### config.mk
export PLATFORM = sky130hd
export DESIGN_NAME = bencode_command_framer
export DESIGN_NICKNAME = d
export VERILOG_FILES = /design/src/hdl/bcf_pkg.sv /design/src/hdl/bencode_command_framer.sv /design/src/hdl/bcf_cfg_regs.sv /design/src/hdl/bcf_parse_core.sv
export SDC_FILE = /design/constraint.sdc
export NUM_CORES = 1
export LEC_CHECK = 0
export BUFFER_PORTS_ARGS = -buffer_cell sky130_fd_sc_hd__buf_2
export CAP_MARGIN = 0
export CELL_PAD_IN_SITES_DETAIL_PLACEMENT = 1
export CELL_PAD_IN_SITES_GLOBAL_PLACEMENT = 1
export CORE_UTILIZATION = 30
export CTS_CLUSTER_DIAMETER = 80
export DETAILED_ROUTE_END_ITERATION = 16
export MAX_ROUTING_LAYER = met4
export PLACE_DENSITY_LB_ADDON = 0.1
export SLEW_MARGIN = 20
export SYNTH_ARGS = -nofsm -noshare
export SYNTH_HDL_FRONTEND = slang
export SYNTH_HIERARCHICAL = 1
export SYNTH_SLANG_ARGS = --single-unit
### constraint.sdc
create_clock -name clk -period 18.3 [get_ports clk]
set_clock_uncertainty 0.2 [all_clocks]
set_input_delay 4.575 -clock clk [delete_from_list [all_inputs] [get_ports clk]]
set_output_delay 4.575 -clock clk [all_outputs]
set_load 0.01 [all_outputs]
### src/hdl/bcf_pkg.sv
`timescale 1ns / 1ps
`default_nettype none
// ----------------------------------------------------------------------------
// bcf_pkg
// Shared types and constants for the bencode command framer: parser states,
// result status codes, register map and the characters the parser looks for.
// ----------------------------------------------------------------------------
package bcf_pkg;

  // default width of the internal length counters
  localparam int DEFAULT_LENGTH_BITS = 14;

  // width of the length fields on the result channel
  localparam int LEN_OUT_BITS = 14;

  // register map
  localparam int APB_ADDR_BITS = 3;
  localparam int APB_DATA_BITS = 32;
  localparam int CFG_LEN_BITS  = 14;
  localparam logic REG_MAX_MESSAGE_LENGTH = 1'b0;
  localparam logic [CFG_LEN_BITS-1:0] MAX_LEN_RESET = 14'd8192;

  // result status codes
  localparam logic [1:0] STATUS_OK       = 2'd0;
  localparam logic [1:0] STATUS_FORMAT   = 2'd1;
  localparam logic [1:0] STATUS_TOO_LONG = 2'd2;

  // characters of the framing
  localparam logic [7:0] CHAR_SPACE = 8'h20;
  localparam logic [7:0] CHAR_D     = 8'h64;
  localparam logic [7:0] CHAR_E     = 8'h65;
  localparam logic [7:0] CHAR_L     = 8'h6c;
  localparam logic [7:0] CHAR_COLON = 8'h3a;
  localparam logic [7:0] CHAR_ZERO  = 8'h30;
  localparam logic [7:0] CHAR_ONE   = 8'h31;
  localparam logic [7:0] CHAR_SEVEN = 8'h37;
  localparam logic [7:0] CHAR_NINE  = 8'h39;

  // number of characters in the call-id key text
  localparam logic [2:0] CALLID_CHARS = 3'd7;

  // parser states
  typedef enum logic [3:0] {
    ST_HUNT   = 4'd0,
    ST_KFIRST = 4'd1,
    ST_KLEN   = 4'd2,
    ST_KBODY  = 4'd3,
    ST_VSTART = 4'd4,
    ST_VLEN   = 4'd5,
    ST_VBODY  = 4'd6,
    ST_LITEM  = 4'd7,
    ST_LLEN   = 4'd8,
    ST_LBODY  = 4'd9,
    ST_AFTER  = 4'd10
  } parse_state_t;

  // one finished command as handed from the parser to the output stage
  typedef struct packed {
    logic [1:0]              status;
    logic [LEN_OUT_BITS-1:0] message_length;
    logic [LEN_OUT_BITS-1:0] cookie_length;
    logic                    call_id_found;
    logic [LEN_OUT_BITS-1:0] call_id_offset;
    logic [LEN_OUT_BITS-1:0] call_id_length;
  } result_t;

  // text of the call-id key, one character per index
  function automatic logic [7:0] callid_char(input logic [2:0] idx);
    logic [7:0] c;
    case (idx)
      3'd0: c = 8'h63;   // c
      3'd1: c = 8'h61;   // a
      3'd2: c = 8'h6c;   // l
      3'd3: c = 8'h6c;   // l
      3'd4: c = 8'h2d;   // -
      3'd5: c = 8'h69;   // i
      3'd6: c = 8'h64;   // d
      default: c = 8'h00;
    endcase
    return c;
  endfunction

endpackage
`default_nettype wire

### src/hdl/bencode_command_framer.sv
`timescale 1ns / 1ps
`default_nettype none
// ----------------------------------------------------------------------------
// bencode_command_framer
// Frames bencoded control commands out of a byte stream and reports each
// command's length, cookie length and call-id value position.
// ----------------------------------------------------------------------------
// Usage:
//   Bytes enter on the s_ stream, one per transaction, with tuser[0] set to
//   drop any partial command (connection reopened). Each finished, malformed
//   or over-long command produces one transaction on the m_ stream; bytes
//   inside a command produce none. The length limit is written over APB
//   at address 0 while the stream is idle.
//   Throughput is one byte per cycle while no result is stalled: a byte is
//   held in an input register, and the parser state and the result register
//   are updated from it when the result slot is free, so m_tvalid rises from
//   the result register once the byte ending the command has been parsed.
//   When the receiver stalls with a result pending, the input register fills
//   and s_tready drops until the result is taken; no byte is lost.
//   Reset clears the parser to cookie hunting, empties both registers and
//   sets the limit to 8192 bytes.
// ----------------------------------------------------------------------------
module bencode_command_framer import bcf_pkg::*; #(
  parameter int LENGTH_BITS = DEFAULT_LENGTH_BITS
) (
  input  wire                      clk,
  input  wire                      rst,
  // byte stream in
  input  wire                      s_tvalid,
  output logic                     s_tready,
  input  wire [7:0]                s_tdata,   // [7:0] data_byte
  input  wire [0:0]                s_tuser,   // [0] stream_restart
  // result stream out
  output logic                     m_tvalid,
  input  wire                      m_tready,
  output logic [63:0]              m_tdata,   // [13:0] message_length,
                                              // [27:14] cookie_length,
                                              // [28] call_id_found,
                                              // [42:29] call_id_offset,
                                              // [56:43] call_id_length,
                                              // [63:57] zero
  output logic [1:0]               m_tuser,   // [1:0] status
  // configuration
  input  wire                      psel,
  input  wire                      penable,
  input  wire                      pwrite,
  input  wire [APB_ADDR_BITS-1:0]  paddr,
  input  wire [APB_DATA_BITS-1:0]  pwdata,
  output logic [APB_DATA_BITS-1:0] prdata,
  output logic                     pready
);

  logic [CFG_LEN_BITS-1:0] max_message_length;

  logic       in_valid;
  logic [7:0] in_byte;
  logic       in_restart;
  logic       out_free;
  logic       advance;
  logic       res_valid;
  result_t    res;

  // register file
  bcf_cfg_regs u_cfg (
    .clk                (clk),
    .rst                (rst),
    .psel               (psel),
    .penable            (penable),
    .pwrite             (pwrite),
    .paddr              (paddr),
    .pwdata             (pwdata),
    .prdata             (prdata),
    .pready             (pready),
    .max_message_length (max_message_length)
  );

  // handshake: the input register drains whenever the result slot is free
  assign out_free = !m_tvalid || m_tready;
  assign advance  = in_valid && out_free;
  assign s_tready = !in_valid || out_free;

  // input register
  always_ff @(posedge clk) begin
    if (rst) begin
      in_valid <= 1'b0;
    end else if (s_tvalid && s_tready) begin
      in_valid <= 1'b1;
    end else if (advance) begin
      in_valid <= 1'b0;
    end
  end

  always_ff @(posedge clk) begin
    if (s_tvalid && s_tready) begin
      in_byte    <= s_tdata;
      in_restart <= s_tuser[0];
    end
  end

  // parser
  bcf_parse_core #(
    .LENGTH_BITS (LENGTH_BITS)
  ) u_core (
    .clk                (clk),
    .rst                (rst),
    .step               (advance),
    .data_byte          (in_byte),
    .stream_restart     (in_restart),
    .max_message_length (max_message_length),
    .res_valid          (res_valid),
    .res                (res)
  );

  // result register
  always_ff @(posedge clk) begin
    if (rst) begin
      m_tvalid <= 1'b0;
    end else if (advance && res_valid) begin
      m_tvalid <= 1'b1;
    end else if (m_tready) begin
      m_tvalid <= 1'b0;
    end
  end

  always_ff @(posedge clk) begin
    if (advance && res_valid) begin
      m_tuser <= res.status;
      m_tdata <= {7'd0, res.call_id_length, res.call_id_offset, res.call_id_found,
                  res.cookie_length, res.message_length};
    end
  end

`ifndef SYNTHESIS
  // the parser never steps while a result is stuck in the output register
  a_no_step_on_stall: assert property (@(posedge clk) disable iff (rst)
    (m_tvalid && !m_tready) |-> !advance)
    else $error("parser stepped while result stalled");

  // input side only backs up when a byte is waiting
  a_ready_low_full: assert property (@(posedge clk) disable iff (rst)
    !s_tready |-> (in_valid && m_tvalid && !m_tready))
    else $error("s_tready low without a full pipeline");

  // reset empties both registers
  a_reset_empty: assert property (@(posedge clk)
    rst |=> (!m_tvalid && !in_valid))
    else $error("pipeline not empty after reset");

  // only defined status codes leave the block
  a_status_code: assert property (@(posedge clk) disable iff (rst)
    m_tvalid |-> ((m_tuser == STATUS_OK) || (m_tuser == STATUS_FORMAT)
                  || (m_tuser == STATUS_TOO_LONG)))
    else $error("undefined result status");
`endif

endmodule
`default_nettype wire

### src/hdl/bcf_cfg_regs.sv
`timescale 1ns / 1ps
`default_nettype none
// ----------------------------------------------------------------------------
// bcf_cfg_regs
// APB register file holding the message length limit.
// ----------------------------------------------------------------------------
module bcf_cfg_regs import bcf_pkg::*; (
  input  wire                      clk,
  input  wire                      rst,
  input  wire                      psel,
  input  wire                      penable,
  input  wire                      pwrite,
  input  wire [APB_ADDR_BITS-1:0]  paddr,
  input  wire [APB_DATA_BITS-1:0]  pwdata,
  output logic [APB_DATA_BITS-1:0] prdata,
  output logic                     pready,
  output logic [CFG_LEN_BITS-1:0]  max_message_length
);

  logic wr_en;

  assign pready = 1'b1;

  // write at the access phase, registers sit on word addresses
  assign wr_en = psel && penable && pwrite
                 && (paddr[APB_ADDR_BITS-1] == REG_MAX_MESSAGE_LENGTH);

  always_ff @(posedge clk) begin
    if (rst) begin
      max_message_length <= MAX_LEN_RESET;
    end else if (wr_en) begin
      max_message_length <= pwdata[CFG_LEN_BITS-1:0];
    end
  end

  // read back
  always_comb begin
    if (paddr[APB_ADDR_BITS-1] == REG_MAX_MESSAGE_LENGTH) begin
      prdata = APB_DATA_BITS'(max_message_length);
    end else begin
      prdata = '0;
    end
  end

endmodule
`default_nettype wire

### src/hdl/bcf_parse_core.sv
`timescale 1ns / 1ps
`default_nettype none
// ----------------------------------------------------------------------------
// bcf_parse_core
// Per-byte parser state machine: tracks cookie, keys, values and lists,
// counts bytes against the limit and produces a result when a command ends.
// ----------------------------------------------------------------------------
module bcf_parse_core import bcf_pkg::*; #(
  parameter int LENGTH_BITS = DEFAULT_LENGTH_BITS
) (
  input  wire                    clk,
  input  wire                    rst,
  input  wire                    step,
  input  wire [7:0]              data_byte,
  input  wire                    stream_restart,
  input  wire [CFG_LEN_BITS-1:0] max_message_length,
  output logic                   res_valid,
  output result_t                res
);

  localparam int CmpBits  = ((LENGTH_BITS > CFG_LEN_BITS) ? LENGTH_BITS : CFG_LEN_BITS) + 1;
  localparam int ProdBits = LENGTH_BITS + 4;
  localparam logic [LENGTH_BITS-1:0] LenMask = '1;

  // state registers
  parse_state_t           parse_state;
  logic                   prev_was_space;
  logic [LENGTH_BITS-1:0] length_accum;
  logic [LENGTH_BITS-1:0] bytes_remaining;
  logic [LENGTH_BITS-1:0] byte_count;
  logic [LENGTH_BITS-1:0] cookie_len_reg;
  logic [2:0]             key_match_index;
  logic                   key_is_callid;
  logic                   callid_seen;
  logic [LENGTH_BITS-1:0] callid_start;
  logic [LENGTH_BITS-1:0] callid_len;

  // next values
  parse_state_t           parse_state_next;
  logic                   prev_was_space_next;
  logic [LENGTH_BITS-1:0] length_accum_next;
  logic [LENGTH_BITS-1:0] bytes_remaining_next;
  logic [LENGTH_BITS-1:0] cookie_len_reg_next;
  logic [2:0]             key_match_index_next;
  logic                   key_is_callid_next;
  logic                   callid_seen_next;
  logic [LENGTH_BITS-1:0] callid_start_next;
  logic [LENGTH_BITS-1:0] callid_len_next;

  // view of the state after an optional restart
  parse_state_t           cur_state;
  logic                   cur_pws;
  logic [LENGTH_BITS-1:0] cur_acc;
  logic [LENGTH_BITS-1:0] cur_rem;
  logic [LENGTH_BITS-1:0] cur_bc;
  logic [LENGTH_BITS-1:0] cur_ckl;
  logic [2:0]             cur_kmi;
  logic                   cur_kic;
  logic                   cur_cs;
  logic [LENGTH_BITS-1:0] cur_cst;
  logic [LENGTH_BITS-1:0] cur_cln;

  logic [LENGTH_BITS:0]   cnt_wide;
  logic [LENGTH_BITS-1:0] cnt;
  logic [CmpBits-1:0]     cnt_cmp;
  logic [CmpBits-1:0]     limit_cmp;
  logic                   too_long;
  logic                   is_digit;
  logic                   is_nonzero_digit;
  logic [LENGTH_BITS-1:0] digit_val;
  logic [ProdBits-1:0]    acc_prod;
  logic [LENGTH_BITS-1:0] acc_sat;
  logic [LENGTH_BITS-1:0] rem_dec;
  logic                   rem_last;
  logic                   len_bad;
  logic                   clear_all;
  logic                   emit;
  logic [1:0]             emit_status;
  logic [LENGTH_BITS-1:0] emit_len;

  // a restart drops the partial command before this byte is looked at
  always_comb begin
    if (stream_restart) begin
      cur_state = ST_HUNT;
      cur_pws   = 1'b0;
      cur_acc   = '0;
      cur_rem   = '0;
      cur_bc    = '0;
      cur_ckl   = '0;
      cur_kmi   = '0;
      cur_kic   = 1'b0;
      cur_cs    = 1'b0;
      cur_cst   = '0;
      cur_cln   = '0;
    end else begin
      cur_state = parse_state;
      cur_pws   = prev_was_space;
      cur_acc   = length_accum;
      cur_rem   = bytes_remaining;
      cur_bc    = byte_count;
      cur_ckl   = cookie_len_reg;
      cur_kmi   = key_match_index;
      cur_kic   = key_is_callid;
      cur_cs    = callid_seen;
      cur_cst   = callid_start;
      cur_cln   = callid_len;
    end
  end

  // byte count against the limit, clamped to counter capacity
  assign cnt_wide  = {1'b0, cur_bc} + (LENGTH_BITS+1)'(1);
  assign cnt       = cnt_wide[LENGTH_BITS-1:0];
  assign cnt_cmp   = CmpBits'(cnt_wide);
  assign limit_cmp = (CmpBits'(max_message_length) > CmpBits'(LenMask))
                     ? CmpBits'(LenMask) : CmpBits'(max_message_length);
  assign too_long  = cnt_cmp > limit_cmp;

  // character classes and decimal length accumulation
  assign is_digit         = (data_byte >= CHAR_ZERO) && (data_byte <= CHAR_NINE);
  assign is_nonzero_digit = (data_byte >= CHAR_ONE) && (data_byte <= CHAR_NINE);
  assign digit_val        = LENGTH_BITS'(data_byte[3:0]);
  assign acc_prod = ProdBits'(cur_acc) * ProdBits'(10) + ProdBits'(data_byte[3:0]);
  assign acc_sat  = (acc_prod > ProdBits'(LenMask)) ? LenMask : acc_prod[LENGTH_BITS-1:0];
  assign rem_dec  = cur_rem - LENGTH_BITS'(1);
  assign rem_last = (cur_rem == LENGTH_BITS'(1));
  assign len_bad  = (data_byte != CHAR_COLON) || (cur_acc == '0);

  // next state
  always_comb begin
    parse_state_next = cur_state;
    if (too_long) begin
      parse_state_next = ST_HUNT;
    end else begin
      unique case (cur_state)
        ST_HUNT: begin
          if (cur_pws && (data_byte == CHAR_D)) parse_state_next = ST_KFIRST;
        end
        ST_AFTER, ST_KFIRST: begin
          if ((cur_state == ST_AFTER) && (data_byte == CHAR_E)) parse_state_next = ST_HUNT;
          else if (is_digit) parse_state_next = ST_KLEN;
          else parse_state_next = ST_HUNT;
        end
        ST_KLEN: begin
          if (is_digit) parse_state_next = ST_KLEN;
          else if (len_bad) parse_state_next = ST_HUNT;
          else parse_state_next = ST_KBODY;
        end
        ST_KBODY: begin
          if (rem_last) parse_state_next = ST_VSTART;
        end
        ST_VSTART: begin
          if (is_digit) parse_state_next = ST_VLEN;
          else if (data_byte == CHAR_L) parse_state_next = ST_LITEM;
          else parse_state_next = ST_HUNT;
        end
        ST_VLEN: begin
          if (is_digit) parse_state_next = ST_VLEN;
          else if (len_bad) parse_state_next = ST_HUNT;
          else parse_state_next = ST_VBODY;
        end
        ST_VBODY: begin
          if (rem_last) parse_state_next = ST_AFTER;
        end
        ST_LBODY: begin
          if (rem_last) parse_state_next = ST_LITEM;
        end
        ST_LITEM: begin
          if (data_byte == CHAR_E) parse_state_next = ST_AFTER;
          else if (is_nonzero_digit) parse_state_next = ST_LLEN;
          else parse_state_next = ST_HUNT;
        end
        ST_LLEN: begin
          if (is_digit) parse_state_next = ST_LLEN;
          else if (data_byte != CHAR_COLON) parse_state_next = ST_HUNT;
          else parse_state_next = ST_LBODY;
        end
        default: parse_state_next = ST_HUNT;
      endcase
    end
  end

  // datapath updates and result generation
  always_comb begin
    prev_was_space_next  = cur_pws;
    length_accum_next    = cur_acc;
    bytes_remaining_next = cur_rem;
    cookie_len_reg_next  = cur_ckl;
    key_match_index_next = cur_kmi;
    key_is_callid_next   = cur_kic;
    callid_seen_next     = cur_cs;
    callid_start_next    = cur_cst;
    callid_len_next      = cur_cln;
    clear_all            = 1'b0;
    emit                 = 1'b0;
    emit_status          = STATUS_OK;
    emit_len             = cnt;
    if (too_long) begin
      emit        = 1'b1;
      emit_status = STATUS_TOO_LONG;
      emit_len    = cur_bc;
    end else begin
      unique case (cur_state)
        ST_HUNT: begin
          if (cur_pws && (data_byte == CHAR_D)) begin
            cookie_len_reg_next = cur_bc - LENGTH_BITS'(1);
          end
          prev_was_space_next = (data_byte == CHAR_SPACE);
        end
        ST_AFTER, ST_KFIRST: begin
          if ((cur_state == ST_AFTER) && (data_byte == CHAR_E)) begin
            emit = 1'b1;
          end else if (!is_digit) begin
            emit        = 1'b1;
            emit_status = STATUS_FORMAT;
          end else begin
            length_accum_next    = digit_val;
            key_is_callid_next   = (data_byte == CHAR_SEVEN);
            key_match_index_next = '0;
          end
        end
        ST_KLEN: begin
          if (is_digit) begin
            length_accum_next  = acc_sat;
            key_is_callid_next = 1'b0;
          end else if (len_bad) begin
            emit        = 1'b1;
            emit_status = STATUS_FORMAT;
          end else begin
            bytes_remaining_next = cur_acc;
          end
        end
        ST_KBODY: begin
          // compare the key text against call-id one byte at a time
          if (cur_kic) begin
            if ((cur_kmi < CALLID_CHARS) && (data_byte == callid_char(cur_kmi))) begin
              key_match_index_next = cur_kmi + 3'd1;
            end else begin
              key_is_callid_next = 1'b0;
            end
          end
          bytes_remaining_next = rem_dec;
        end
        ST_VSTART: begin
          if (is_digit) begin
            length_accum_next = digit_val;
          end else if (data_byte == CHAR_L) begin
            key_is_callid_next = 1'b0;
          end else begin
            emit        = 1'b1;
            emit_status = STATUS_FORMAT;
          end
        end
        ST_VLEN: begin
          if (is_digit) begin
            length_accum_next = acc_sat;
          end else if (len_bad) begin
            emit        = 1'b1;
            emit_status = STATUS_FORMAT;
          end else begin
            bytes_remaining_next = cur_acc;
            // value string right after the call-id key
            if (cur_kic) begin
              callid_seen_next  = 1'b1;
              callid_start_next = cnt;
              callid_len_next   = cur_acc;
            end
            key_is_callid_next = 1'b0;
          end
        end
        ST_VBODY, ST_LBODY: begin
          bytes_remaining_next = rem_dec;
        end
        ST_LITEM: begin
          if (data_byte == CHAR_E) begin
            emit = 1'b0;
          end else if (is_nonzero_digit) begin
            length_accum_next = digit_val;
          end else begin
            emit        = 1'b1;
            emit_status = STATUS_FORMAT;
          end
        end
        ST_LLEN: begin
          if (is_digit) begin
            length_accum_next = acc_sat;
          end else if (data_byte != CHAR_COLON) begin
            emit        = 1'b1;
            emit_status = STATUS_FORMAT;
          end else begin
            bytes_remaining_next = cur_acc;
          end
        end
        default: clear_all = 1'b1;
      endcase
    end
  end

  // result fields from the state as it stood for this byte
  always_comb begin
    res_valid          = emit;
    res.status         = emit_status;
    res.message_length = LEN_OUT_BITS'(emit_len);
    res.cookie_length  = LEN_OUT_BITS'(cur_ckl);
    res.call_id_found  = cur_cs;
    res.call_id_offset = cur_cs ? LEN_OUT_BITS'(cur_cst) : '0;
    res.call_id_length = cur_cs ? LEN_OUT_BITS'(cur_cln) : '0;
  end

  // state update, a finished command clears everything
  always_ff @(posedge clk) begin
    if (rst || (step && (emit || clear_all))) begin
      parse_state     <= ST_HUNT;
      prev_was_space  <= 1'b0;
      length_accum    <= '0;
      bytes_remaining <= '0;
      byte_count      <= '0;
      cookie_len_reg  <= '0;
      key_match_index <= '0;
      key_is_callid   <= 1'b0;
      callid_seen     <= 1'b0;
      callid_start    <= '0;
      callid_len      <= '0;
    end else if (step) begin
      parse_state     <= parse_state_next;
      prev_was_space  <= prev_was_space_next;
      length_accum    <= length_accum_next;
      bytes_remaining <= bytes_remaining_next;
      byte_count      <= cnt;
      cookie_len_reg  <= cookie_len_reg_next;
      key_match_index <= key_match_index_next;
      key_is_callid   <= key_is_callid_next;
      callid_seen     <= callid_seen_next;
      callid_start    <= callid_start_next;
      callid_len      <= callid_len_next;
    end
  end

endmodule
`default_nettype wire

# Word level (Yosys, flattened, before mapping)
# Index checks and enable logic that the tools add are counted.
[totals]
reg_bits = 178
in_bits = 51
output_inout_bits = 101
wordCells = 201
[classes]
n_addsub = 5
n_mul = 1
magnitude_cmp = 6
n_eq_ne = 24
muxes = 115
bitwise_logic = 1
n_reduce_logical = 30
[op_table]
columns = ["op", "count"]
rows = [
  ["$mux 14", 33],
  ["$mux 4", 14],
  ["$pmux 14 s4", 1],
  ["$mux 1", 42],
  ["$pmux 14 s3", 1],
  ["$pmux 7 s6", 1],
  ["$pmux 4 s10", 1],
  ["$sub 14x1->14 const B", 2],
  ["$eq 8x7->1 const B", 3],
  ["$mux 3", 8],
  ["$mux 8", 3],
  ["$add 18x4->18", 1],
  ["$gt 18x14->1 const B", 1],
  ["$mul 14x3->17 const B", 1],
  ["$eq 4x3->1 const B", 4],
  ["$eq 8x6->1 const B", 2],
  ["$ge 8x6->1 const B", 2],
  ["$add 14x1->15 const B", 1],
  ["$gt 15x14->1", 1],
  ["$eq 14x1->1 const B", 1],
  ["$logic_not 14->1", 1],
  ["$mux 2", 7],
  ["$eq 4x4->1 const B", 3],
  ["$logic_and 1x1->1", 12],
  ["other kinds (22)", 36],
]

# Logic depth before layout (Yosys ltp)
# Gate-level depths: netlist (run 1).
[logic_depth]
ltp_word = 13
depth_mapped = 23

# Cells and area by module
# Netlist (run 1), hierarchy kept.
[by_module_without_submodules]
columns = ["mod", "instances", "cells_each", "area_each_um2"]
rows = [
  ["bcf_parse_core", 1, 1133, 8245.4],
  ["bencode_command_framer", 1, 87, 2200.9],
  ["bcf_cfg_regs", 1, 98, 894.6],
]

# Worst setup path after synthesis (run 1)
# Ideal clock, no wire load.
[synth_path]
kind = "in2out"
startpoint = "input port paddr[2]"
endpoint = "output port prdata[10]"
arrival_ns = 4.959
required_time_ns = 13.525
path_slack_ns = 8.566
path_stages = 2
path_buffers = 1
cell_sequence = "clkbuf_1 -> nor2b_1"
[synth_between]
elab_chain_cells = 1
[synth_lines]
columns = ["item", "line", "source"]
rows = [
  ["start: declaration", "bencode_command_framer.sv:47", "input wire [APB_ADDR_BITS-1:0] paddr,"],
  ["$mux 14", "bcf_cfg_regs.sv:38", "if (paddr[APB_ADDR_BITS-1] == REG_MAX_MESSAGE_LENGTH) begin"],
  ["end: declaration", "bencode_command_framer.sv:49", "output logic [APB_DATA_BITS-1:0] prdata,"],
]
# No other way between the ends.

# Worst setup path in the final report (run 1)
[layout_path]
startpoint = "input port paddr[2]"
endpoint = "output port prdata[13]"
# The elaborated chain is that of the path after synthesis.

==> results of run 1 <==
[kinds of logic after synthesis]
kind of cell,synth area share
XOR/XNOR,0.0425
buffers and inverters,0.0714
AO/OA/AOI/OAI,0.181
flip-flops,0.374
multiplexers,0.0213
AND/OR/NAND/NOR,0.264
other,0.000993
adder cells (fa/ha/maj),0.0455
[final cells by class]
class	count	area (um2)
clock buffer	20	458
clock inverter	12	136
fill	4355	24200
inverter	41	154
multi-input combinational	1005	6390
sequential	178	4240
tap	504	631
timing repair buffer	116	621
[metal layers]
layer / vias to the layer above / wire length, um
met2: 147 / 16900
met3: 20 / 957
li1: 4701 / -
met4: 0 / 409
met5: - / 0
met1: 4685 / 16800
[worst paths after layout]
check / slack [ns] / startpoint / endpoint / depth (start not counted)
setup / recovery: 8.35 / paddr[2] / prdata[13] / 3
setup reg to reg: 11.87 / in_restart / u_core/callid_start[7] / 17
hold / removal: 0.25 / u_core/cookie_len_reg[7] / u_core/cookie_len_reg[7] / 2
hold reg to reg: 0.25 / u_core/cookie_len_reg[7] / u_core/cookie_len_reg[7] / 2
[through the flow]
step	total power [uW]	worst slack, ns	cell area, um2
after CTS	883	8.34	12600
final	869	8.35	12600
after floorplan	482	8.57	11400
after detailed placement	499	8.34	12000
after global routing	904	8.29	12600
after global placement	498	8.34	12000
[power groups by stage]
stage                     Sequential, uW  Clock (uW)  Combinational [uW]
final                                421         379                68.3
after global routing                 422         406                76.0
after CTS                            421         393                69.0
after detailed placement             430           0                68.8
after global placement               430           0                67.6
after floorplan                      427           0                55.1
[worst min-delay path, stage by stage, from the launching register on]
cell and delay (ns):
dfxtp_1 0.31, nand2_1 0.05, a21oi_1 0.05
[placed cells by master, fill, tap and decap left out, drive strengths merged, types with 6 or more instances in the layout]
cell type and instances:
conb 26, and3 10, nor2 155, nand2 121, nand3 30, a21o 7, nand4 11, clkbuf 20
nand2b 39, o221ai 11, mux2i 23, dfxtp 110, xnor2 35, o21ai 64, nor3 38, a211oi 11
and2 44, o21a 6, ha 38, a22oi 33, o211ai 11, nor2b 46, nand3b 6, xor2 20
a21oi 89, edfxtp 68, buf 116, nor3b 8, nor4 20, inv 48
==> results.sh, run 1 <==
export IMPL_worstPathMaxFanout=15
export IMPL_grt_pass1_wl_um=56100
export IMPL_status="finished clean"
export IMPL_clockBufferDepth=2
export IMPL_synth_area_leaders="dfxtp_1 19%, edfxtp_1 18%, nor2_1 5.1%"
export IMPL_start_kind="input pin"
export IMPL_crit_chain="buf_2 > and2b_2 > buf_2"
export IMPL_place_inst=1844
export IMPL_die_h_um=196
export IMPL_timing_final_max_slew_violations=0
export IMPL_clkTransAtPathRegs_ns=0.07
export IMPL_cp_top_family="buffers and inverters"
export IMPL_synthArstFlopShare=0
export IMPL_fin_worst_hold_slack_ns=0.247
export IMPL_final_cells=1876
export IMPL_p_int_uw=637
export IMPL_design_core_area_um2=36900
export IMPL_hold_buffers=0
export IMPL_gp_congestion=0.808
export IMPL_synth_area_per_cell_um2=8.60
export IMPL_synthTopCellsByCount="155 x nor2_1, 121 x nand2_1, 110 x dfxtp_1, 87 x a21oi_1, 68 x edfxtp_1"
export IMPL_swShare=0.266
export IMPL_p_leak_uw=0.00455
export IMPL_cts_sinks=178
export IMPL_drc=0
export IMPL_regMostFlops="m_tdata"
export IMPL_ys_warnings_count=6
export IMPL_first_pass_iters=5
export IMPL_crit_required_ns=13.53
export IMPL_antenna_found_initial=1
export IMPL_grt_pass1_vias=9636
export IMPL_ctsResizeCount=0
export IMPL_numCtsBuffers=17
export IMPL_cap_violations=0
export IMPL_wl_per_cell_um=18.7
export IMPL_fmax_mhz=101
export IMPL_cts_root_buf="clkbuf_16"
export IMPL_slowest_delay_ns=0.24
export IMPL_die_area_um2=38600
export IMPL_synth_top_area_share=0.194
export IMPL_antennaDiodeCount=0
export IMPL_power_share_clock=0.437
export IMPL_combPwrFrac=0.079
export IMPL_ant_nets=0
export IMPL_grt_max_degree=124
export IMPL_syn_inst=1318
export IMPL_start_util=0.308
export IMPL_area_growth_pct=11.4
export IMPL_crit_top_cell="buf_2"
export IMPL_maxSlewHeadroom=0.251
export IMPL_synth_edf_count=68
export IMPL_ir_drop_mv=0.0600
export IMPL_finalCritPeriodShare=0.544
export IMPL_final_core_util=0.343
export IMPL_p_sw_uw=232
export IMPL_synth_most_common_cell="nor2_1"
export IMPL_worst_path_buf_inv=2
export IMPL_grtUsageMet2=0.311
export IMPL_seq_area_frac_synth=0.374
export IMPL_drive_gt1_frac=0.140
export IMPL_fp_row_count=70
export IMPL_synth_cell_area_um2=11300
export IMPL_grt_busiest_layer="met2"
export IMPL_worst_pin_slew_ns=1.12
export IMPL_setup_viol=0
export IMPL_postRouteWirelength_um=35000
export IMPL_ys_flop_type="dfxtp_1"
export IMPL_numPortBuffers=105
export IMPL_end_kind="primary output"
export IMPL_htree_levels=4
export IMPL_cts_setup_buffers=0
export IMPL_routed_via_density=5.09
export IMPL_dp_hpwl_um=24800
export IMPL_finalSetupTns_ns=0
export IMPL_finalHoldViolCount=0
export IMPL_grt_util_all_layers=0.192
export IMPL_io_pins=152
export IMPL_largest_reg_flops=57
export IMPL_grt_overflow=0
export IMPL_synth_seq_cells=178
export IMPL_cp_slowest_cell="and2b_2"
export IMPL_hp_class="register to register"
export IMPL_worstPathArrival_ns=5.17
export IMPL_grt_setup_unrepaired="false"
export IMPL_p_per_area_nw_per_um2=68.8
export IMPL_yosys_area_top_type="dfxtp_1"
export IMPL_clk_insertion_delay_late_ns=0.46
export IMPL_met1_usage=0.253
export IMPL_min_period_ns=9.95
export IMPL_cts_tree="done"
export IMPL_vias=9553
export IMPL_p_seq_frac=0.485
export IMPL_initialDrtViolationCount=479
export IMPL_grt_util_met3=0.0262
export IMPL_ys_types=100
export IMPL_worstSetupPathType="input pin to primary output"
export IMPL_fp_dieW_um=196
export IMPL_layout_nets=1450
(Power assumes the default switching activity.)
==> run 2: changes to the inputs <==
--- a/config.mk
+++ b/config.mk
@@ -5,6 +5,7 @@
 export SDC_FILE = /design/constraint.sdc
 export NUM_CORES = 1
 export LEC_CHECK = 0
+export ABC_AREA = 1
 export BUFFER_PORTS_ARGS = -buffer_cell sky130_fd_sc_hd__buf_2
 export CAP_MARGIN = 0
 export CELL_PAD_IN_SITES_DETAIL_PLACEMENT = 1
==> constraint.sdc (replaced) <==
create_clock -name clk -period 8.4 [get_ports clk]
set_clock_uncertainty 0.2 [all_clocks]
set_input_delay 2.1 -clock clk [delete_from_list [all_inputs] [get_ports clk]]
set_output_delay 2.1 -clock clk [all_outputs]
set_load 0.01 [all_outputs]
==> run 2 against run 1 <==
  * Hold slack gained 0.021 ns
  * Synthesized area rose by 14%
  * Combinational power rose to 3.1 times the previous value
  * Largest cell class unchanged
  * Global-route usage rose by 1.9 points
  * Flip-flop and latch count unchanged
  * Utilization is 0.47 points lower
  * Via count rose by 33%
  * Power increased by 120%
  * Synthesized cell count is 50% higher
  * Routed wire length up 26%
  * Cell count is 38% higher
  * Clock power grew 110%
==> results.sh, run 2 <==
export IMPL_vias=12700
export IMPL_layout_nets=2119
export IMPL_p_per_area_nw_per_um2=136
export IMPL_synth_seq_cells=178
export IMPL_timing_final_max_slew_violations=0
export IMPL_power_share_clock=0.420
export IMPL_final_common_cell="nand2_1"
export IMPL_fin_worst_hold_slack_ns=0.267
export IMPL_ys_warnings_count=6
export IMPL_cp_num_cells=22
export IMPL_synth_top_area_share=0.170
export IMPL_synth_area_per_cell_um2=6.54
export IMPL_routed_via_density=4.94
export IMPL_clk_insertion_delay_late_ns=0.47
export IMPL_yosys_area_top_type="dfxtp_1"
export IMPL_synth_cell_area_um2=12900
export IMPL_synth_edf_count=68
export IMPL_multi_input_area_um2=7000
export IMPL_wl_per_cell_um=17.1
export IMPL_area_growth_pct=10.4
export IMPL_finalSetupTns_ns=0
export IMPL_maxSlewHeadroom=0.323
export IMPL_drive_gt1_frac=0.118
export IMPL_synth_area_leaders="dfxtp_1 17%, edfxtp_1 16%, nand2_1 13%"
export IMPL_p_int_uw=1380
export IMPL_largest_reg_flops=57
export IMPL_r2r_worst_path_cells=22
export IMPL_initialDrtViolationCount=710
export IMPL_synth_most_common_cell="nand2_1"
export IMPL_seq_area_frac_synth=0.328
export IMPL_crit_start="in_restart"
export IMPL_ctsResizeCount=0
export IMPL_hold_depth=2
export IMPL_hp_class="register to register"
export IMPL_clkTransAtPathRegs_ns=0.07
export IMPL_ys_types=59
export IMPL_htree_levels=4
export IMPL_regMostFlops="m_tdata"
export IMPL_ys_flop_type="dfxtp_1"
export IMPL_ant_nets=0
export IMPL_swShare=0.289
export IMPL_design_core_area_um2=42200
export IMPL_fp_dieW_um=210
export IMPL_clockBufferDepth=2
export IMPL_seqCellArea_um2=4240
export IMPL_synthTopCellsByCount="459 x nand2_1, 298 x nor2_1, 283 x inv_1, 134 x nand3_1, 119 x a21oi_1"
export IMPL_status="finished clean"
export IMPL_grt_util_all_layers=0.211
export IMPL_syn_inst=1976
export IMPL_combPwrFrac=0.109
export IMPL_worst_path_buf_inv=2
export IMPL_cap_violations=0
export IMPL_ir_drop_mv=0.119
export IMPL_p_sw_uw=561
export IMPL_hold_buffers=0
export IMPL_placed_area_um2=13700
export IMPL_worstSetupPathType="register to register"
export IMPL_crit_chain="nor2_2 > ha_1 > nand3_2 > nor4_4 > nand2_1 > xor2_1 > ha_1 > nand2_1 > nor2_1 > a211oi_1 > nand2_1 > nand2_1 > nand2_1 > nand2_1 > nand2_2 > buf_4 > nor2_2 > buf_4 > nand2_2 > a21oi_1 > a22oi_1 > nor2_1"
export IMPL_worstPathArrival_ns=6.05
export IMPL_cp_top_family="simple AND/OR/NAND/NOR gates"
export IMPL_cts_sinks=178
export IMPL_antenna_found_initial=1
export IMPL_cts_root_buf="clkbuf_16"
export IMPL_setup_viol=0
export IMPL_drc=0
export IMPL_die_area_um2=43900
export IMPL_finalHoldViolCount=0
export IMPL_start_kind="register"
export IMPL_grt_setup_unrepaired="false"
export IMPL_grt_overflow=0
export IMPL_p_leak_uw=0.00648
export IMPL_fill_cells=5498
export IMPL_layout_common_cells="459 x nand2_1, 296 x nor2_1, 281 x inv_1"
export IMPL_start_util=0.306
export IMPL_p_seq_frac=0.471
export IMPL_grt_pass1_vias=12500
export IMPL_finalCritPeriodShare=0.698
export IMPL_min_from="u_core/byte_count[13]"
export IMPL_fmax_mhz=170
export IMPL_crit_top_cell="nand2_1"
export IMPL_synthArstFlopShare=0
export IMPL_cts_tree="done"
export IMPL_io_pins=152
export IMPL_grt_pass1_wl_um=70300
export IMPL_postRouteWirelength_um=44100
export IMPL_slowest_delay_ns=0.65
export IMPL_dp_hpwl_um=32500
export IMPL_cts_setup_buffers=0
export IMPL_die_h_um=210
export IMPL_numCtsBuffers=17
export IMPL_worstPathMaxFanout=32
export IMPL_gp_congestion=0.872
export IMPL_cp_slowest_cell="nor2_2"
export IMPL_first_pass_iters=4
export IMPL_crit_required_ns=8.59
export IMPL_fp_row_count=75
export IMPL_fin_area_um2=14300
export IMPL_r2r_start="in_restart"
export IMPL_min_period_ns=5.87
export IMPL_grt_max_degree=82
export IMPL_numPortBuffers=105
export IMPL_end_kind="register"
export IMPL_worst_pin_slew_ns=1.01
## run 2: path summary, 6_finish.rpt
kind                                 end  slack [ns]
setup / recovery  u_core/callid_start[4]        2.53
hold / removal     u_core/byte_count[13]        0.27
setup reg to reg  u_core/callid_start[4]        2.53
hold reg to reg    u_core/byte_count[13]        0.27
## run 2: cell type report
class	count	area share
tap	539	0.0473
inverter	306	0.0808
multi-input combinational	1407	0.491
timing repair buffer	118	0.0437
antenna	1	0.000175
clock buffer	18	0.0301
clock inverter	14	0.00991
sequential	178	0.297
## run 2: cells by family after synthesis
kind of cell	after synthesis	synth area share
simple gates	1023	0.342
buf+inv	414	0.138
compound gates	290	0.132
flops	178	0.328
fa+ha+maj	40	0.0399
xor+xnor	28	0.0190
other cells	3	0.000871
## run 2: worst register-to-register path, delay by kind of cell (launching register included)
kind | cells | cell delay [ns]
adders and majority gates | 2 | 0.71
and+or+nand+nor | 14 | 2.56
buffers and inverters | 2 | 0.71
DFF | 1 | 0.51
AOI/OAI and AO/OA | 3 | 0.53
xor gates and xnor gates | 1 | 0.56
## run 2: stage by stage
stage	worst slack, ns	total power, uW	std cells	utilization
finish	2.53	1940	2581	0.338
global route	2.12	2030	2581	0.338
CTS	2.54	1970	2580	0.338
detailed placement	2.58	1150	2548	0.324
global placement	2.71	1140	2548	0.324
floorplan	2.16	1090	1999	-
## run 2: power groups by stage
| stage | clock network (uW) | logic, uW | registers [uW] |
|---|---|---|---|
| 3_5_place_dp | 0 | 213 | 933 |
| 3_3_place_gp | 0 | 209 | 933 |
| 2_1_floorplan | 0 | 163 | 930 |
| 4_1_cts | 845 | 214 | 913 |
| 5_1_grt | 880 | 239 | 915 |
| 6_report | 814 | 212 | 913 |
## run 2: per-layer routing
layer / global-route usage / part of all wire
met4: 0.0443 / 0.011
met1: 0.302 / 0.53
met2: 0.310 / 0.43
met5: - / 0
met3: 0.0332 / 0.033
==> run 3: changes to the inputs <==
==> constraint.sdc (replaced) <==
create_clock -name clk -period 5.1 [get_ports clk]
set_clock_uncertainty 0.2 [all_clocks]
set_input_delay 1.275 -clock clk [delete_from_list [all_inputs] [get_ports clk]]
set_output_delay 1.275 -clock clk [all_outputs]
set_load 0.01 [all_outputs]
==> run 3 against run 2 <==
  * Power up 63%
  * Cell area increased by 2.7%
  * Flip-flop and latch count stayed put
  * Cell count grew 1.8%
  * Critical path depth rose by 4
  * Routed wire length up 0.16%
  * First-iteration DRC count down 7.9%
  * Global-route usage is essentially flat
==> results.sh, run 3 (synthesized netlist as in run 2, its figures left out) <==
export IMPL_status="finished clean"
export IMPL_fp_row_count=75
export IMPL_vias=12700
export IMPL_grt_pass1_wl_um=70400
export IMPL_worstPathArrival_ns=4.71
export IMPL_fmax_mhz=219
export IMPL_timing_final_max_slew_violations=0
export IMPL_hp_class="register to register"
export IMPL_multi_input_area_um2=7000
export IMPL_clkTransAtPathRegs_ns=0.07
export IMPL_finalCritPeriodShare=0.897
export IMPL_drc=0
export IMPL_clockBufferDepth=2
export IMPL_end_kind="register"
export IMPL_cts_root_buf="clkbuf_16"
export IMPL_largest_reg_flops=57
export IMPL_design_core_area_um2=42200
export IMPL_postRouteWirelength_um=44200
export IMPL_grt_overflow=0
export IMPL_worst_pin_slew_ns=0.838
export IMPL_routed_via_density=4.82
export IMPL_layout_common_cells="459 x nand2_1, 296 x nor2_1, 281 x inv_1"
export IMPL_gp_congestion=0.837
export IMPL_drive_gt1_frac=0.137
export IMPL_final_cells=2627
export IMPL_first_pass_iters=5
export IMPL_cap_violations=0
export IMPL_fp_dieW_um=210
export IMPL_min_period_ns=4.58
export IMPL_worstPathMaxFanout=16
export IMPL_layout_nets=2166
export IMPL_area_growth_pct=13.4
export IMPL_final_common_cell="nand2_1"
export IMPL_grt_max_degree=59
export IMPL_grt_pass1_vias=12600
export IMPL_pre_cts_ws_ns=0.298
export IMPL_antenna_found_initial=0
export IMPL_power_uw=3150
export IMPL_finalHoldViolCount=0
export IMPL_p_leak_uw=0.00673
export IMPL_maxSlewHeadroom=0.437
export IMPL_antennaDiodeCount=0
export IMPL_dp_hpwl_um=33500
export IMPL_die_h_um=210
export IMPL_cts_sinks=178
export IMPL_regMostFlops="m_tdata"
export IMPL_p_per_area_nw_per_um2=215
export IMPL_setup_slack_ns=0.524
export IMPL_seqCellArea_um2=4240
export IMPL_numCtsBuffers=17
export IMPL_die_area_um2=43900
export IMPL_ant_nets=0
export IMPL_crit_required_ns=5.24
export IMPL_crit_start="in_restart"
export IMPL_initialDrtViolationCount=654
export IMPL_finalSetupTns_ns=0
export IMPL_hold_buffers=0
export IMPL_fill_cells=5418
export IMPL_clk_insertion_delay_late_ns=0.47
export IMPL_grt_setup_unrepaired="false"
export IMPL_start_kind="register"
export IMPL_numPortBuffers=105
export IMPL_cts_tree="done"
export IMPL_wl_per_cell_um=16.8
export IMPL_r2r_start="in_restart"
export IMPL_start_util=0.306
export IMPL_htree_levels=4
export IMPL_place_inst=2593
export IMPL_setup_viol=0
export IMPL_io_pins=152
export IMPL_min_from="u_core/cookie_len_reg[1]"
export IMPL_grt_util_all_layers=0.211
export IMPL_ir_drop_mv=0.175
export IMPL_worstSetupPathType="register to register"
[run 3: final cells by class]
cell class              count  share of cell area
clock buffers              19              0.0295
clock inverters            13             0.00691
inverters                 306              0.0786
multi-input cells        1407               0.478
flip-flops and latches    178               0.290
well taps                 539              0.0460
repair buffers            165              0.0717
[run 3: path summary, 6_finish.rpt]
check / endpoint / slack (ns) / cells past startpoint
worst max-delay path: u_core/length_accum[2] / 0.52 / 26
worst min-delay path: u_core/cookie_len_reg[1] / 0.26 / 2
worst max register to register: u_core/length_accum[2] / 0.52 / 26
worst min register to register: u_core/cookie_len_reg[1] / 0.26 / 2
[run 3: report_power, final]
part / leakage, uW / switching, uW / internal, uW
Combinational: 0.00486 / 263 / 113
Clock: 0.000248 / 643 / 631
Sequential: 0.00163 / 16.0 / 1490
[run 3: worst max-delay path, cell delays in order, from the launching register on]
cell and delay, ns:
edfxtp_1 0.36, buf_4 0.19, buf_12 0.14, buf_4 0.20, nor2_1 0.49, inv_1 0.19, nor2_1 0.24, nor2_1 0.08
ha_1 0.39, nand3_1 0.15, nand3_1 0.18, nand2_1 0.07, nand2_1 0.11, nand2_1 0.08, nor2_1 0.17, nand3_1 0.18
nor2_2 0.19, nand2_1 0.07, nand2_1 0.06, nand2_1 0.05, nor2_2 0.13, buf_12 0.15, nand3_1 0.10, nand3_1 0.09
nand2_1 0.07, nand2_1 0.06, a21oi_1 0.06
[run 3: routing by layer]
metal  global-route usage  routed length [um]  up-vias
met5                    -                   0        -
met4               0.0458                 417        0
met3               0.0236                1080       21
met2                0.318               19300      160
met1                0.301               23300     6001
li1                     -                   -     6471
[run 3: repair_timing]
action	4_1_cts	5_1_grt
resized for setup	0	1
endpoints found under the setup margin	0	23
buffers inserted	0	2
[run 3: metrics by stage]
stage,area (um2),hold WS [ns],util
floorplan,13000,0.240,-
global placement,14100,0.248,0.334
detailed placement,14100,0.253,0.334
CTS,14600,0.264,0.346
global route,14700,0.282,0.347
finish,14700,0.264,0.347
